`config.mk`:
```
export PLATFORM = sky130hd
export DESIGN_NAME = first_fit_block_allocator_core
export DESIGN_NICKNAME = d
export VERILOG_FILES = /design/src/ffba_pkg.sv /design/src/ffba_ram.sv /design/src/ffba_ctrl.sv /design/src/ffba_dp.sv /design/src/first_fit_block_allocator_core.sv
export SDC_FILE = /design/constraint.sdc
export NUM_CORES = 2
export LEC_CHECK = 0
export ABC_AREA = 1
export BUFFER_PORTS_ARGS = -buffer_cell sky130_fd_sc_hd__buf_4
export CELL_PAD_IN_SITES_DETAIL_PLACEMENT = 0
export CELL_PAD_IN_SITES_GLOBAL_PLACEMENT = 1
export CORE_MARGIN = 2
export CORE_UTILIZATION = 57
export CTS_BUF_LIST = sky130_fd_sc_hd__clkbuf_8
export DETAILED_ROUTE_END_ITERATION = 8
export PLACE_DENSITY_LB_ADDON = 0.1
export SLEW_MARGIN = 15
export SYNTH_ARGS = -nofsm -noshare
export SYNTH_HDL_FRONTEND = slang
export SYNTH_SLANG_ARGS = --single-unit
```
`constraint.sdc`:
```
create_clock -name clk -period 38.2 [get_ports clk]
set_clock_uncertainty 0.2 [all_clocks]
set_input_delay 9.55 -clock clk [delete_from_list [all_inputs] [get_ports clk]]
set_output_delay 9.55 -clock clk [all_outputs]
set_load 0.03 [all_outputs]
```
`src/ffba_pkg.sv`:
```
package ffba_pkg;

    localparam int MAX_BLOCKS_DEF   = 16;
    localparam int NUM_REGIONS_DEF  = 4;
    localparam int REGION_BYTES_DEF = 65536;

    localparam int SIZE_W  = 17;
    localparam int OFF_W   = 16;
    localparam int LEN_W   = 17;
    localparam int PLEN_W  = 18;
    localparam int TAG_W   = 64;
    localparam int FREE_W  = 19;
    localparam int RGN_W   = 2;
    localparam int PADDR_W = 4;
    localparam int PDATA_W = 32;

    localparam logic [1:0] OP_ALLOC   = 2'd0;
    localparam logic [1:0] OP_RELEASE = 2'd1;
    localparam logic [1:0] OP_GROW    = 2'd2;
    localparam logic [1:0] OP_IDENT   = 2'd3;

    localparam logic [1:0] STATUS_OK       = 2'd0;
    localparam logic [1:0] STATUS_NO_SPACE = 2'd1;
    localparam logic [1:0] STATUS_NO_MATCH = 2'd2;

    localparam logic [1:0] REG_SIZE_A = 2'd0;
    localparam logic [1:0] REG_SIZE_B = 2'd1;
    localparam logic [1:0] REG_SIZE_C = 2'd2;
    localparam logic [1:0] REG_SIZE_D = 2'd3;

    localparam logic [1:0] LAST_REGION = 2'd3;

    localparam logic [4:0] DO_NONE         = 5'd0;
    localparam logic [4:0] DO_ACCEPT       = 5'd1;
    localparam logic [4:0] DO_FAIL_SPACE   = 5'd2;
    localparam logic [4:0] DO_FAIL_MATCH   = 5'd3;
    localparam logic [4:0] DO_READ_IDX     = 5'd4;
    localparam logic [4:0] DO_STEP_IDX     = 5'd5;
    localparam logic [4:0] DO_MATCH_CAP    = 5'd6;
    localparam logic [4:0] DO_LIM_CAP      = 5'd7;
    localparam logic [4:0] DO_GROW_INPLACE = 5'd8;
    localparam logic [4:0] DO_FP_INIT      = 5'd9;
    localparam logic [4:0] DO_FP_NEXT_RGN  = 5'd10;
    localparam logic [4:0] DO_FP_ADVANCE   = 5'd11;
    localparam logic [4:0] DO_FP_FOUND     = 5'd12;
    localparam logic [4:0] DO_REL_SETUP    = 5'd13;
    localparam logic [4:0] DO_SH_READ      = 5'd14;
    localparam logic [4:0] DO_SH_WRITE     = 5'd15;
    localparam logic [4:0] DO_SH_FINAL     = 5'd16;
    localparam logic [4:0] DO_OUTPUT       = 5'd17;

    typedef struct packed {
        logic [RGN_W-1:0] region;
        logic [OFF_W-1:0] start;
        logic [LEN_W-1:0] length;
        logic [TAG_W-1:0] owner;
        logic [TAG_W-1:0] thread;
    } entry_t;

    localparam int ENTRY_W = $bits(entry_t);

    typedef struct packed {
        logic [4:0] uop;
    } cmd_t;

    typedef struct packed {
        logic [1:0] op;
        logic       at_end;
        logic       match;
        logic       fp_other;
        logic       fp_fit;
        logic       cr_last;
        logic       grow_fits;
        logic       full;
        logic       req_zero;
        logic       sh_done;
        logic       out_free;
    } dp_stat_t;

endpackage

```
`src/ffba_ram.sv`:
```
module ffba_ram #(
    parameter int WIDTH = 8,
    parameter int DEPTH = 16
) (
    input  logic                     clk,
    input  logic                     we,
    input  logic [$clog2(DEPTH)-1:0] waddr,
    input  logic [WIDTH-1:0]         wdata,
    input  logic                     re,
    input  logic [$clog2(DEPTH)-1:0] raddr,
    output logic [WIDTH-1:0]         rdata
);

    logic [WIDTH-1:0] mem [DEPTH];

    always_ff @(posedge clk)
    begin
        if (we)
        begin
            mem[waddr] <= wdata;
        end
        if (re)
        begin
            rdata <= mem[raddr];
        end
    end

endmodule

```
`src/ffba_ctrl.sv`:
```
module ffba_ctrl (
    input  logic              clk,
    input  logic              rst_n,
    input  logic              in_valid,
    output logic              in_ready,
    input  ffba_pkg::dp_stat_t stat,
    output ffba_pkg::cmd_t    cmd
);
    import ffba_pkg::*;

    localparam logic [3:0] S_IDLE   = 4'd0;
    localparam logic [3:0] S_DISP   = 4'd1;
    localparam logic [3:0] S_FM_RD  = 4'd2;
    localparam logic [3:0] S_FM_EV  = 4'd3;
    localparam logic [3:0] S_LIM_RD = 4'd4;
    localparam logic [3:0] S_LIM_EV = 4'd5;
    localparam logic [3:0] S_GR_DEC = 4'd6;
    localparam logic [3:0] S_FP_RD  = 4'd7;
    localparam logic [3:0] S_FP_EV  = 4'd8;
    localparam logic [3:0] S_SH     = 4'd9;
    localparam logic [3:0] S_SH_WR  = 4'd10;
    localparam logic [3:0] S_OUT    = 4'd11;

    logic [3:0] state_reg;
    logic [3:0] state_next;

    always_ff @(posedge clk or negedge rst_n)
    begin
        if (!rst_n)
        begin
            state_reg <= S_IDLE;
        end
        else
        begin
            state_reg <= state_next;
        end
    end

    always_comb
    begin
        state_next = state_reg;
        in_ready   = 1'b0;
        cmd.uop    = DO_NONE;
        case (state_reg)
            S_IDLE:
            begin
                in_ready = 1'b1;
                if (in_valid)
                begin
                    cmd.uop    = DO_ACCEPT;
                    state_next = S_DISP;
                end
            end
            S_DISP:
            begin
                case (stat.op)
                    OP_IDENT: state_next = S_OUT;
                    OP_ALLOC:
                    begin
                        if (stat.req_zero || stat.full)
                        begin
                            cmd.uop    = DO_FAIL_SPACE;
                            state_next = S_OUT;
                        end
                        else
                        begin
                            cmd.uop    = DO_FP_INIT;
                            state_next = S_FP_RD;
                        end
                    end
                    default: state_next = S_FM_RD;
                endcase
            end
            S_FM_RD:
            begin
                if (stat.at_end)
                begin
                    cmd.uop    = DO_FAIL_MATCH;
                    state_next = S_OUT;
                end
                else
                begin
                    cmd.uop    = DO_READ_IDX;
                    state_next = S_FM_EV;
                end
            end
            S_FM_EV:
            begin
                if (stat.match)
                begin
                    if (stat.op == OP_RELEASE)
                    begin
                        cmd.uop    = DO_REL_SETUP;
                        state_next = S_SH;
                    end
                    else
                    begin
                        cmd.uop    = DO_MATCH_CAP;
                        state_next = S_LIM_RD;
                    end
                end
                else
                begin
                    cmd.uop    = DO_STEP_IDX;
                    state_next = S_FM_RD;
                end
            end
            S_LIM_RD:
            begin
                if (stat.at_end)
                begin
                    state_next = S_GR_DEC;
                end
                else
                begin
                    cmd.uop    = DO_READ_IDX;
                    state_next = S_LIM_EV;
                end
            end
            S_LIM_EV:
            begin
                cmd.uop    = DO_LIM_CAP;
                state_next = S_GR_DEC;
            end
            S_GR_DEC:
            begin
                if (stat.grow_fits)
                begin
                    cmd.uop    = DO_GROW_INPLACE;
                    state_next = S_OUT;
                end
                else if (stat.full)
                begin
                    cmd.uop    = DO_FAIL_SPACE;
                    state_next = S_OUT;
                end
                else
                begin
                    cmd.uop    = DO_FP_INIT;
                    state_next = S_FP_RD;
                end
            end
            S_FP_RD:
            begin
                if (!stat.at_end)
                begin
                    cmd.uop = DO_READ_IDX;
                end
                state_next = S_FP_EV;
            end
            S_FP_EV:
            begin
                if (stat.fp_fit)
                begin
                    cmd.uop    = DO_FP_FOUND;
                    state_next = S_SH;
                end
                else if (stat.fp_other)
                begin
                    if (stat.cr_last)
                    begin
                        cmd.uop    = DO_FAIL_SPACE;
                        state_next = S_OUT;
                    end
                    else
                    begin
                        cmd.uop = DO_FP_NEXT_RGN;
                    end
                end
                else
                begin
                    cmd.uop    = DO_FP_ADVANCE;
                    state_next = S_FP_RD;
                end
            end
            S_SH:
            begin
                if (stat.sh_done)
                begin
                    cmd.uop    = DO_SH_FINAL;
                    state_next = S_OUT;
                end
                else
                begin
                    cmd.uop    = DO_SH_READ;
                    state_next = S_SH_WR;
                end
            end
            S_SH_WR:
            begin
                cmd.uop    = DO_SH_WRITE;
                state_next = S_SH;
            end
            S_OUT:
            begin
                if (stat.out_free)
                begin
                    cmd.uop    = DO_OUTPUT;
                    state_next = S_IDLE;
                end
            end
            default: state_next = S_IDLE;
        endcase
    end

endmodule

```
`src/ffba_dp.sv`:
```
module ffba_dp #(
    parameter int MAX_BLOCKS   = ffba_pkg::MAX_BLOCKS_DEF,
    parameter int NUM_REGIONS  = ffba_pkg::NUM_REGIONS_DEF,
    parameter int REGION_BYTES = ffba_pkg::REGION_BYTES_DEF
) (
    input  logic                          clk,
    input  logic                          rst_n,
    input  ffba_pkg::cmd_t                cmd,
    output ffba_pkg::dp_stat_t            stat,
    input  logic                          psel,
    input  logic                          penable,
    input  logic                          pwrite,
    input  logic [ffba_pkg::PADDR_W-1:0]  paddr,
    input  logic [ffba_pkg::PDATA_W-1:0]  pwdata,
    output logic [ffba_pkg::PDATA_W-1:0]  prdata,
    input  logic [1:0]                    opcode,
    input  logic [ffba_pkg::SIZE_W-1:0]   request_bytes,
    input  logic [ffba_pkg::TAG_W-1:0]    owner_tag,
    input  logic [ffba_pkg::TAG_W-1:0]    thread_tag,
    output logic                          out_valid,
    input  logic                          out_ready,
    output logic [1:0]                    status,
    output logic [ffba_pkg::RGN_W-1:0]    block_region,
    output logic [ffba_pkg::OFF_W-1:0]    block_offset,
    output logic [ffba_pkg::TAG_W-1:0]    new_identifier,
    output logic [ffba_pkg::FREE_W-1:0]   free_bytes
);
    import ffba_pkg::*;

    localparam int CW = $clog2(MAX_BLOCKS + 1);
    localparam int AW = $clog2(MAX_BLOCKS);
    localparam logic [SIZE_W-1:0] RB_LIM = SIZE_W'(REGION_BYTES);
    localparam logic [CW-1:0] FULL_CNT = CW'(MAX_BLOCKS);

    logic [SIZE_W-1:0] size_reg [4];
    logic [SIZE_W-1:0] lim_arr [4];
    logic [FREE_W-1:0] cap;

    logic [1:0]        op_reg;
    logic [SIZE_W-1:0] req_reg;
    logic [TAG_W-1:0]  owner_reg;
    logic [TAG_W-1:0]  thread_reg;
    logic [CW-1:0]     count_reg;
    logic [CW-1:0]     idx_reg;
    logic [CW-1:0]     m_reg;
    logic [RGN_W-1:0]  mreg_reg;
    logic [OFF_W-1:0]  mstart_reg;
    logic [LEN_W-1:0]  mlen_reg;
    logic [SIZE_W-1:0] lim_reg;
    logic [PLEN_W-1:0] len_reg;
    logic [RGN_W-1:0]  cr_reg;
    logic [SIZE_W-1:0] p_reg;
    logic [RGN_W-1:0]  nreg_reg;
    logic [OFF_W-1:0]  noff_reg;
    logic [CW-1:0]     j_reg;
    logic [CW-1:0]     stop_reg;
    logic              up_reg;
    logic              wr_new_reg;
    logic [1:0]        st_reg;
    logic [RGN_W-1:0]  rres_reg;
    logic [OFF_W-1:0]  ores_reg;
    logic [TAG_W-1:0]  counter_reg;
    logic [FREE_W-1:0] used_reg;

    logic              out_valid_reg;
    logic [1:0]        out_status_reg;
    logic [RGN_W-1:0]  out_region_reg;
    logic [OFF_W-1:0]  out_offset_reg;
    logic [TAG_W-1:0]  out_ident_reg;
    logic [FREE_W-1:0] out_free_reg;

    logic              ram_we;
    logic [AW-1:0]     ram_waddr;
    entry_t            ram_wdata;
    logic              ram_re;
    logic [AW-1:0]     ram_raddr;
    logic [ENTRY_W-1:0] ram_rdata;
    entry_t            rd_e;

    logic [SIZE_W-1:0] lim_cr;
    logic [FREE_W-1:0] pl;
    logic [FREE_W-1:0] grow_end;
    logic              cfg_wr;
    logic [CW-1:0]     j_src;

    assign rd_e   = entry_t'(ram_rdata);
    assign cfg_wr = psel && penable && pwrite;

    always_comb
    begin
        cap = '0;
        for (int r = 0; r < 4; r++)
        begin
            if (r < NUM_REGIONS)
            begin
                lim_arr[r] = (size_reg[r] > RB_LIM) ? RB_LIM : size_reg[r];
            end
            else
            begin
                lim_arr[r] = '0;
            end
            cap = cap + FREE_W'(lim_arr[r]);
        end
    end

    assign prdata = {{(PDATA_W - SIZE_W){1'b0}}, size_reg[paddr[3:2]]};

    assign lim_cr   = lim_arr[cr_reg];
    assign pl       = FREE_W'(p_reg) + FREE_W'(len_reg);
    assign grow_end = FREE_W'(mstart_reg) + FREE_W'(mlen_reg) + FREE_W'(req_reg);
    assign j_src    = up_reg ? (j_reg - CW'(1)) : (j_reg + CW'(1));

    always_comb
    begin
        stat.op        = op_reg;
        stat.at_end    = (idx_reg == count_reg);
        stat.match     = (rd_e.owner == owner_reg) && (rd_e.thread == thread_reg);
        stat.fp_other  = stat.at_end || (rd_e.region != cr_reg);
        stat.fp_fit    = (lim_cr != '0) && (pl <= FREE_W'(lim_cr))
                         && (stat.fp_other || (pl <= FREE_W'(rd_e.start)));
        stat.cr_last   = (cr_reg == LAST_REGION);
        stat.grow_fits = (req_reg == '0) || (grow_end <= FREE_W'(lim_reg));
        stat.full      = (count_reg == FULL_CNT);
        stat.req_zero  = (req_reg == '0);
        stat.sh_done   = (j_reg == stop_reg);
        stat.out_free  = !out_valid_reg || out_ready;
    end

    always_comb
    begin
        ram_we    = 1'b0;
        ram_waddr = j_reg[AW-1:0];
        ram_wdata = rd_e;
        ram_re    = 1'b0;
        ram_raddr = idx_reg[AW-1:0];
        case (cmd.uop)
            DO_READ_IDX:
            begin
                ram_re = 1'b1;
            end
            DO_SH_READ:
            begin
                ram_re    = 1'b1;
                ram_raddr = j_src[AW-1:0];
            end
            DO_SH_WRITE:
            begin
                ram_we = 1'b1;
            end
            DO_SH_FINAL:
            begin
                ram_we    = wr_new_reg;
                ram_wdata = '{region: nreg_reg, start: noff_reg, length: len_reg[LEN_W-1:0],
                              owner: owner_reg, thread: thread_reg};
            end
            DO_GROW_INPLACE:
            begin
                ram_we    = 1'b1;
                ram_waddr = m_reg[AW-1:0];
                ram_wdata = '{region: mreg_reg, start: mstart_reg,
                              length: mlen_reg + req_reg,
                              owner: owner_reg, thread: thread_reg};
            end
            default: ram_we = 1'b0;
        endcase
    end

    ffba_ram #(
        .WIDTH (ENTRY_W),
        .DEPTH (MAX_BLOCKS)
    ) u_ram (
        .clk   (clk),
        .we    (ram_we),
        .waddr (ram_waddr),
        .wdata (ram_wdata),
        .re    (ram_re),
        .raddr (ram_raddr),
        .rdata (ram_rdata)
    );

    always_ff @(posedge clk or negedge rst_n)
    begin
        if (!rst_n)
        begin
            size_reg[REG_SIZE_A] <= SIZE_W'(65536);
            size_reg[REG_SIZE_B] <= '0;
            size_reg[REG_SIZE_C] <= '0;
            size_reg[REG_SIZE_D] <= '0;
            count_reg     <= '0;
            counter_reg   <= '0;
            used_reg      <= '0;
            out_valid_reg <= 1'b0;
        end
        else
        begin
            if (cfg_wr)
            begin
                size_reg[paddr[3:2]] <= pwdata[SIZE_W-1:0];
            end
            if (cmd.uop == DO_OUTPUT)
            begin
                out_valid_reg <= 1'b1;
            end
            else if (out_valid_reg && out_ready)
            begin
                out_valid_reg <= 1'b0;
            end
            case (cmd.uop)
                DO_ACCEPT:
                begin
                    if (opcode == OP_IDENT)
                    begin
                        counter_reg <= counter_reg + TAG_W'(1);
                    end
                end
                DO_GROW_INPLACE:
                begin
                    used_reg <= used_reg + FREE_W'(req_reg);
                end
                DO_FP_FOUND:
                begin
                    if (op_reg == OP_ALLOC)
                    begin
                        count_reg <= count_reg + CW'(1);
                        used_reg  <= used_reg + FREE_W'(len_reg);
                    end
                    else
                    begin
                        used_reg <= used_reg + FREE_W'(req_reg);
                    end
                end
                DO_REL_SETUP:
                begin
                    count_reg <= count_reg - CW'(1);
                    used_reg  <= used_reg - FREE_W'(rd_e.length);
                end
                default: count_reg <= count_reg;
            endcase
        end
    end

    always_ff @(posedge clk)
    begin
        case (cmd.uop)
            DO_ACCEPT:
            begin
                op_reg     <= opcode;
                req_reg    <= request_bytes;
                owner_reg  <= owner_tag;
                thread_reg <= thread_tag;
                len_reg    <= PLEN_W'(request_bytes);
                idx_reg    <= '0;
                st_reg     <= STATUS_OK;
                rres_reg   <= '0;
                ores_reg   <= '0;
            end
            DO_FAIL_SPACE:
            begin
                st_reg   <= STATUS_NO_SPACE;
                rres_reg <= '0;
                ores_reg <= '0;
            end
            DO_FAIL_MATCH:
            begin
                st_reg <= STATUS_NO_MATCH;
            end
            DO_STEP_IDX:
            begin
                idx_reg <= idx_reg + CW'(1);
            end
            DO_MATCH_CAP:
            begin
                m_reg      <= idx_reg;
                mreg_reg   <= rd_e.region;
                mstart_reg <= rd_e.start;
                mlen_reg   <= rd_e.length;
                lim_reg    <= lim_arr[rd_e.region];
                idx_reg    <= idx_reg + CW'(1);
            end
            DO_LIM_CAP:
            begin
                if ((rd_e.region == mreg_reg) && (SIZE_W'(rd_e.start) < lim_reg))
                begin
                    lim_reg <= SIZE_W'(rd_e.start);
                end
            end
            DO_GROW_INPLACE:
            begin
                rres_reg <= mreg_reg;
                ores_reg <= mstart_reg;
            end
            DO_FP_INIT:
            begin
                idx_reg <= '0;
                cr_reg  <= '0;
                p_reg   <= '0;
                if (op_reg == OP_GROW)
                begin
                    len_reg <= PLEN_W'(mlen_reg) + PLEN_W'(req_reg);
                end
            end
            DO_FP_NEXT_RGN:
            begin
                cr_reg <= cr_reg + RGN_W'(1);
                p_reg  <= '0;
            end
            DO_FP_ADVANCE:
            begin
                p_reg   <= SIZE_W'(rd_e.start) + rd_e.length;
                idx_reg <= idx_reg + CW'(1);
            end
            DO_FP_FOUND:
            begin
                nreg_reg   <= cr_reg;
                noff_reg   <= p_reg[OFF_W-1:0];
                rres_reg   <= cr_reg;
                ores_reg   <= p_reg[OFF_W-1:0];
                wr_new_reg <= 1'b1;
                if (op_reg == OP_ALLOC)
                begin
                    up_reg   <= 1'b1;
                    j_reg    <= count_reg;
                    stop_reg <= idx_reg;
                end
                else if (idx_reg <= m_reg)
                begin
                    up_reg   <= 1'b1;
                    j_reg    <= m_reg;
                    stop_reg <= idx_reg;
                end
                else
                begin
                    up_reg   <= 1'b0;
                    j_reg    <= m_reg;
                    stop_reg <= idx_reg - CW'(1);
                end
            end
            DO_REL_SETUP:
            begin
                up_reg     <= 1'b0;
                wr_new_reg <= 1'b0;
                j_reg      <= idx_reg;
                stop_reg   <= count_reg - CW'(1);
            end
            DO_SH_WRITE:
            begin
                j_reg <= j_src;
            end
            DO_OUTPUT:
            begin
                out_status_reg <= st_reg;
                out_region_reg <= rres_reg;
                out_offset_reg <= ores_reg;
                out_ident_reg  <= (op_reg == OP_IDENT) ? counter_reg : '0;
                out_free_reg   <= (cap > used_reg) ? (cap - used_reg) : '0;
            end
            default: op_reg <= op_reg;
        endcase
    end

    assign out_valid      = out_valid_reg;
    assign status         = out_status_reg;
    assign block_region   = out_region_reg;
    assign block_offset   = out_offset_reg;
    assign new_identifier = out_ident_reg;
    assign free_bytes     = out_free_reg;

endmodule

```
`src/first_fit_block_allocator_core.sv`:
```
// First-fit block allocator.
// Input channel (in_valid/in_ready) carries one request transaction: opcode,
// request_bytes, owner_tag, thread_tag. Output channel (out_valid/out_ready)
// returns exactly one result transaction per request: status, block_region,
// block_offset, new_identifier, free_bytes.
// Region sizes are written through the APB port (byte addresses 0, 4, 8, 12);
// write them only while no request is outstanding.
// One request is worked at a time. The block table lives in a RAM with a
// registered read, so each table entry visited takes a read state and an
// evaluate state. Get-identifier goes straight from dispatch to output, and
// inserting or removing a block adds a read and a write state per entry
// moved. in_ready is high again in the cycle the result appears.
// Reset empties the table, clears the identifier counter and sets the region
// sizes to 65536, 0, 0, 0; no clearing pass is needed.
// The result waits in an output register; if the receiver stalls, the
// finished request holds there and the next request can be taken and worked
// until its own result is ready to load.
module first_fit_block_allocator_core #(
    parameter int MAX_BLOCKS   = ffba_pkg::MAX_BLOCKS_DEF,
    parameter int NUM_REGIONS  = ffba_pkg::NUM_REGIONS_DEF,
    parameter int REGION_BYTES = ffba_pkg::REGION_BYTES_DEF
) (
    input  logic                          clk,
    input  logic                          rst_n,
    input  logic                          psel,
    input  logic                          penable,
    input  logic                          pwrite,
    input  logic [ffba_pkg::PADDR_W-1:0]  paddr,
    input  logic [ffba_pkg::PDATA_W-1:0]  pwdata,
    output logic [ffba_pkg::PDATA_W-1:0]  prdata,
    output logic                          pready,
    input  logic                          in_valid,
    output logic                          in_ready,
    input  logic [1:0]                    opcode,
    input  logic [ffba_pkg::SIZE_W-1:0]   request_bytes,
    input  logic [ffba_pkg::TAG_W-1:0]    owner_tag,
    input  logic [ffba_pkg::TAG_W-1:0]    thread_tag,
    output logic                          out_valid,
    input  logic                          out_ready,
    output logic [1:0]                    status,
    output logic [ffba_pkg::RGN_W-1:0]    block_region,
    output logic [ffba_pkg::OFF_W-1:0]    block_offset,
    output logic [ffba_pkg::TAG_W-1:0]    new_identifier,
    output logic [ffba_pkg::FREE_W-1:0]   free_bytes
);
    import ffba_pkg::*;

    cmd_t     cmd;
    dp_stat_t stat;

    assign pready = 1'b1;

    ffba_ctrl u_ctrl (
        .clk      (clk),
        .rst_n    (rst_n),
        .in_valid (in_valid),
        .in_ready (in_ready),
        .stat     (stat),
        .cmd      (cmd)
    );

    ffba_dp #(
        .MAX_BLOCKS   (MAX_BLOCKS),
        .NUM_REGIONS  (NUM_REGIONS),
        .REGION_BYTES (REGION_BYTES)
    ) u_dp (
        .clk            (clk),
        .rst_n          (rst_n),
        .cmd            (cmd),
        .stat           (stat),
        .psel           (psel),
        .penable        (penable),
        .pwrite         (pwrite),
        .paddr          (paddr),
        .pwdata         (pwdata),
        .prdata         (prdata),
        .opcode         (opcode),
        .request_bytes  (request_bytes),
        .owner_tag      (owner_tag),
        .thread_tag     (thread_tag),
        .out_valid      (out_valid),
        .out_ready      (out_ready),
        .status         (status),
        .block_region   (block_region),
        .block_offset   (block_offset),
        .new_identifier (new_identifier),
        .free_bytes     (free_bytes)
    );

endmodule

```
=== Yosys cells after proc, flatten, opt, wreduce, memory -nomap -nowiden ===
Memories as Yosys holds them, arrays and structs flattened. A register that Yosys moved wholly into a read port is not among the register bits.
Index checks and enable logic that the tools add are counted.

* Bits in registers: 560
* RAM bits: 2608
* Logic and storage cells: 242
* Memories kept: 1

{| class="wikitable"
|+ Memories
! name !! depth !! bits a word !! rd ports !! clocked after memory_dff !! write ports !! RTL line !! source
|-
| u_dp.u_ram.mem || 16 || 163 || 1 || 1 || 1 || ffba_ram.sv:14 || <nowiki>logic [WIDTH-1:0] mem [DEPTH];</nowiki>
|}

* Add/sub/neg operators: 21
* Magnitude comparators: 14
* Equality and inequality tests: 46
* Multiplexer cells: 80
* Bitwise gates (word level): 3
* Reductions and logical operators: 41

{| class="wikitable"
|+ Operator list
! kind !! number
|-
| $pmux 163 s2 || 1
|-
| $mux 17 || 12
|-
| $eq 64x64->1 || 2
|-
| $bmux 17 s2 || 3
|-
| $add 19x17->19 || 4
|-
| $mux 4 || 19
|-
| $bwmux 68 || 1
|-
| $gt 17x17->1 const B || 4
|-
| $pmux 17 s2 || 2
|-
| $add 64x1->64 const B || 1
|-
| $pmux 19 s3 || 1
|-
| $pmux 5 s11 || 1
|-
| $mux 5 || 10
|-
| $pmux 16 s3 || 1
|-
| $pmux 4 s12 || 1
|-
| $eq 5x4->1 const B || 8
|-
| $le 19x17->1 || 2
|-
| $add 17x17->18 || 2
|-
| $pmux 18 s2 || 1
|-
| $demux 17 s2 || 1
|-
| $pmux 5 s2 || 3
|-
| $eq 5x3->1 const B || 4
|-
| $add 17x18->19 || 1
|-
| $add 19x18->19 || 1
|-
| other kinds (53) || 119
|}

=== Longest topological paths before layout ===
* Depth after elaboration: 15
* Mapped depth: 39
* Gate-level depth less buffers: 38

=== Modules after synthesis ===
A second synthesis with hierarchy kept.

* Cell total of the unflattened synthesis: 14696
* Area, all modules: 152513.8 um^2

{| class="wikitable"
|+ By module, submodules not included
! module !! instances !! cells an instance !! area an instance (um^2)
|-
| ffba_ram || 1 || 9917 || 113757.9
|-
| ffba_dp || 1 || 4644 || 38051.5
|-
| ffba_ctrl || 1 || 133 || 693.2
|-
| first_fit_block_allocator_core || 1 || 2 || 11.3
|}

=== Least setup slack after synthesis ===
OpenSTA, ideal clock, no wires.

* Path kind: input-to-reg
* From: input out_ready
* To: memory u_dp.u_ram.mem[0][0] in the netlist's numbering (enable)
* Arrival time: 25183 ps
* Path slack: 12128 ps
* Stages: 14
* Path through: inv_1 -> nand2_1 -> nor3b_1 -> nor4_1 -> nand4_1 -> nor2_1 -> nand2_1 -> nor2_4 -> nand2_4 -> buf_2 -> nand2_1 -> nand2_1 -> nand3_1 -> nor2_1

* Longest elaborated chain between the ends: 8
* Elaborated cells between the ends (all ways): 11

{| class="wikitable"
|+ RTL lines
! what !! RTL line !! source
|-
| start, declared || first_fit_block_allocator_core.sv:39 || <nowiki>input logic out_ready,</nowiki>
|-
| $logic_or 1x1->1 (*) || ffba_dp.sv:126 || <nowiki>stat.out_free = !out_valid_reg || out_ready;</nowiki>
|-
| $mux 5 (*) || ffba_ctrl.sv:196 || <nowiki>if (stat.out_free)</nowiki>
|-
| $pmux 5 s11 (*) || ffba_ctrl.sv:44 || <nowiki>case (state_reg)</nowiki>
|-
| $eq 5x4->1 || ffba_dp.sv:136 || <nowiki>case (cmd.uop)</nowiki>
|-
| $reduce_or 2->1 (no line) || n/a ||
|-
| $pmux 1 s2 || ffba_dp.sv:136 ||
|-
| $mux 1 || ffba_ram.sv:18 || <nowiki>if (we)</nowiki>
|-
| $mux 1 (not written as such) || ffba_ram.sv:20 || <nowiki>mem[waddr] <= wdata;</nowiki>
|-
| end, declared || ffba_ram.sv:14 ||
|}

Mark *: on every way between the ends. The rest lies on a longest branch, timed or not.

=== Worst setup path after layout ===
* From: input paddr[2] in the netlist's numbering
* To: output prdata[6] in the netlist's numbering

* Longest elaborated chain between the ends: 4

{| class="wikitable"
|+ RTL lines
! what !! RTL line !! source
|-
| start, declared || first_fit_block_allocator_core.sv:28 || <nowiki>input logic [ffba_pkg::PADDR_W-1:0] paddr,</nowiki>
|-
| $not 2->3 (not written as such) || ffba_dp.sv:106 || <nowiki>assign prdata = {{(PDATA_W - SIZE_W){1'b0}}, size_reg[paddr[3:2]]};</nowiki>
|-
| $bmux 17 s2 || ffba_dp.sv:106 ||
|-
| $mux 17 (not written as such) (2 in a row) || ffba_dp.sv:106 ||
|-
| end, declared || first_fit_block_allocator_core.sv:30 || <nowiki>output logic [ffba_pkg::PDATA_W-1:0] prdata,</nowiki>
|}

Every way passes these cells. The select of a mux whose other input is x is not followed.

==> run summary <==
The flow ran to the end, and the final reports show no timing, DRC or antenna violations. The final cycle utilization of the critical path came out at a little over half. For this run, the leading register cell type out of synthesis is edfxtp_1. For this run, the slowest stage of the critical path takes around 0.68 ns. The worst register-to-register path has a depth of 39. At the pin with the least slew margin, the transition time is 1.26 ns. Using the TritonRoute via totals, the vias-per-cell ratio works out to about 6.2. The power after layout is about 13000 µW. The width of the die came out at a little over 500 µm.

After synthesis the netlist holds a flip-flop and latch count of ~3.3k. Sorting the synthesized cells by area gives the leading types as edfxtp_1, o21ai_0, nor2_1. The count of cells resized by post-cts repair is 0. The cell with the largest stage delay on the worst path is nor2_2. The number of warnings printed during yosys synthesis came out at 0. Summing all placed instances gives a cell area of about 150000 µm². The proportion of synthesized chip area in sequential cells is a little under 70%. The number of flops mapped to enable cells by yosys is 3170. The part of the power in combinational logic is between 30% and 40%. The slack of the worst reg-to-reg path is approximately 27 ns.

The count of maximum capacitance violations came out at 0. The tightest slew margin relative to the limit is between 10% and 20%. The pin count of the biggest net entering global routing is between 200 and 250.

The initial detailed-routing violation count is 12.1k. The path class of the tightest hold or removal check is flop to flop. After clock tree synthesis, the clock-pin slew on the worst setup and hold paths is about 0.050 ns. The flip-flop count of the largest register, all copies and words added came out at between 2k and 3k. The library cell occupying the most area in the post-synthesis netlist is edfxtp_1. Traced cell by cell, the critical path runs through buf_4 > nor2_2 > a22oi_1 > nand3_1 > buf_4.

The final layout contains around 13k nets. Yosys instantiated no cell more often than edfxtp_1. In the routed design, unresolved DRC markers number 0. After synthesis, the most frequently instantiated cells are edfxtp_1, nor2_1, o21ai_0. The synthesis-to-finish area growth is 10.6%. The clock root buffer master is clkbuf_8.

The routed wire length is ~420000 µm. The nature of the critical path startpoint is an input pin. The synthesized netlist cell count is between 10k and 15k. The worst setup path is captured at a primary output.

At the worst endpoint, the required time is roughly 28 ns. The number of vias after detailed routing is about 100k. The hold path depth is 0. The setup slack at placement is ~17 ns. The count of nets left with antenna violations after detail routing came out at 0.

The die extent in y came out at roughly 500 µm. The total die area came out at roughly 260000 µm². In this run the most critical hold path is launched from u_dp.ores_reg[1]. The max-slew violation count is 0.

Synthesis instantiated 64 different standard cells from the library. The synthesized area per cell came out at about 12 µm². The wire length per cell is about 26 µm.

The clock share of power is 21.5%. The largest delay contributor family on the critical path is simple AND/OR/NAND/NOR gates. With fillers left out, the area of the finished cells amounts to ~160000 µm².

The largest vdd supply drop is roughly 0.084 mV. In this run, CTS created clock tree buffers numbering between 500 and 600. The first-pass GRT wire length is 613000 µm.

The total power divided by cell area came out at 84.1 nW/µm². For the finished layout, the period the worst path requires is between 20 and 25 ns. The startpoint identified for the worst register-to-register timing path is u_dp.mlen_reg[0].

Setup slack on the critical path of the routed design comes to around 17 ns. The worst register-to-register path ends at u_dp.u_ram.mem[4][32]. The fraction of final layout cells sized beyond drive strength 1 came out at about a tenth. TritonCTS built the clock tree. The setup-violating endpoint count in the final report came out at 0. The maximum fanout count along the critical path came out at 18.

The post-CTS setup buffer count is 0. The initial utilization of the core area, before any placement, comes to 57.2%. The count of TritonRoute iterations in the first routing pass came out at 7. The number of H-tree levels is 6.

For this design the total switching power over the nets is 5400 µW. The initialized floorplan defines about 180 standard-cell rows. The most numerous cell type found on the critical path is buf_4. The number of buffers and inverters on the critical path is 2.

The remaining global-route overflow came out at 0. Counting flops with an async set or reset pin after synthesis yields a share of slightly below 5%. The number of sinks handled by clock tree synthesis is around 3.3k. The number of global-route vias before repair is 95.1k.

Summed over its instances, the top area cell type makes up around two thirds of the synthesized netlist area. The deepest clock path buffer count came out at 4. The clock latency at the later pin of the worst-skew pair is 1.05 ns. The switching part of the total is roughly two fifths. Hold repair after CTS inserted 0 buffers. The leakage component of the power is 0.0566 µW. For hold timing, the worst endpoint is u_dp.block_offset[1]. The count of port buffers added during placement is 294. The setup total negative slack is 0 ns.

The global routing usage summed across all routing layers came out at 32.1%. The post-synthesis cell area is roughly 140000 µm². The core region is roughly 250000 µm². The register share of total power is 40.0%. The placer's final routability congestion estimate is a little over 0.9. The number of primary I/O pins is approximately 330. The achievable clock frequency came out at 48.2 MHz. The initial antenna violation count was 17.

The type of the setup path with the least slack is input pin to primary output. The final number of hold-violating endpoints was 0. Setup repair after global routing left no endpoint under its margin. The half-perimeter wire length of the detailed placement result is around 240000 µm. The arrival time at the worst endpoint is between 10 and 15 ns. The cell-internal power is 7940 µW.
-- stage by stage --
step | std cells | utilization, % | hold WS [ns]
2_1_floorplan | 12028 | - | 0.200
3_3_place_gp | 15157 | 59.3 | 0.203
3_5_place_dp | 15158 | 59.3 | 0.206
4_1_cts | 16104 | 63.2 | 0.217
5_1_grt | 16122 | 63.2 | 0.233
6_report | 16127 | 63.2 | 0.217
-- routing by layer --
metal	vias to the layer above	part of all wire [%]	global-route usage, %
met5	-	0.021	0
met4	14	3.6	11.8
met3	771	8.5	4.60
met2	5030	47	51.8
met1	49366	40	44.8
li1	44428	-	-
-- layout make-up --
type	instances	area, µm²
flip-flops and latches	3331	99200
fillers	19281	92200
multi-input cells	7449	39300
clock buffers	570	7850
well taps	3348	4190
repair buffers	481	3810
inverters	566	2170
clock inverters	376	1980
diodes	6	15.0
-- cell families (layout without fill, tap and decap cells) --
group / Yosys count / after routing / synth area share [%]
fa+ha+maj: 301 / 301 / 2.78
simple gates: 3609 / 3609 / 10.0
buf+inv: 1248 / 1993 / 3.53
other cells: 2 / 22 / 0.00524
compound gates: 3208 / 3208 / 12.5
xor+xnor: 315 / 315 / 1.92
flops: 3331 / 3331 / 69.2
-- power by group through the flow --
stage          Combinational [µW]  Sequential, µW  Clock, µW
2_1_floorplan                3420            5320          0
3_3_place_gp                 4900            5390          0
3_5_place_dp                 5030            5400          0
4_1_cts                      5060            5330       2900
5_1_grt                      5640            5350       3050
6_report                     5140            5340       2860
-- placed cells by master (no fill, tap or decap), types with 72 or more instances in the layout --
cell type / Yosys / final
edfxtp_1: 3170 / 3170
o22ai_1: 710 / 710
dfrtp_1: 160 / 160
nand3_1: 242 / 242
xor2_1: 243 / 243
clkbuf_8: 0 / 570
nand2_1: 1243 / 1242
ha_1: 272 / 271
xnor2_1: 72 / 72
clkinv_1: 4 / 124
a21oi_1: 237 / 237
o21ai_1: 80 / 92
inv_1: 553 / 711
o21ai_0: 1863 / 1850
buf_4: 38 / 453
o221ai_1: 110 / 110
nor2_1: 1896 / 1877
-- worst max path at each step --
stage	end	slack, ns	startpoint	cells past startpoint
after CTS	prdata[6]	17.13	paddr[2]	5
after global placement	prdata[6]	17.18	paddr[2]	5
after floorplan	u_dp.u_ram.mem[0][0]	12.13	out_ready	14
after global routing	prdata[7]	17.37	paddr[2]	7
after detailed placement	prdata[6]	17.14	paddr[2]	5
final	prdata[6]	17.44	paddr[2]	5
Note: power is estimated with default switching activity, not from simulation.
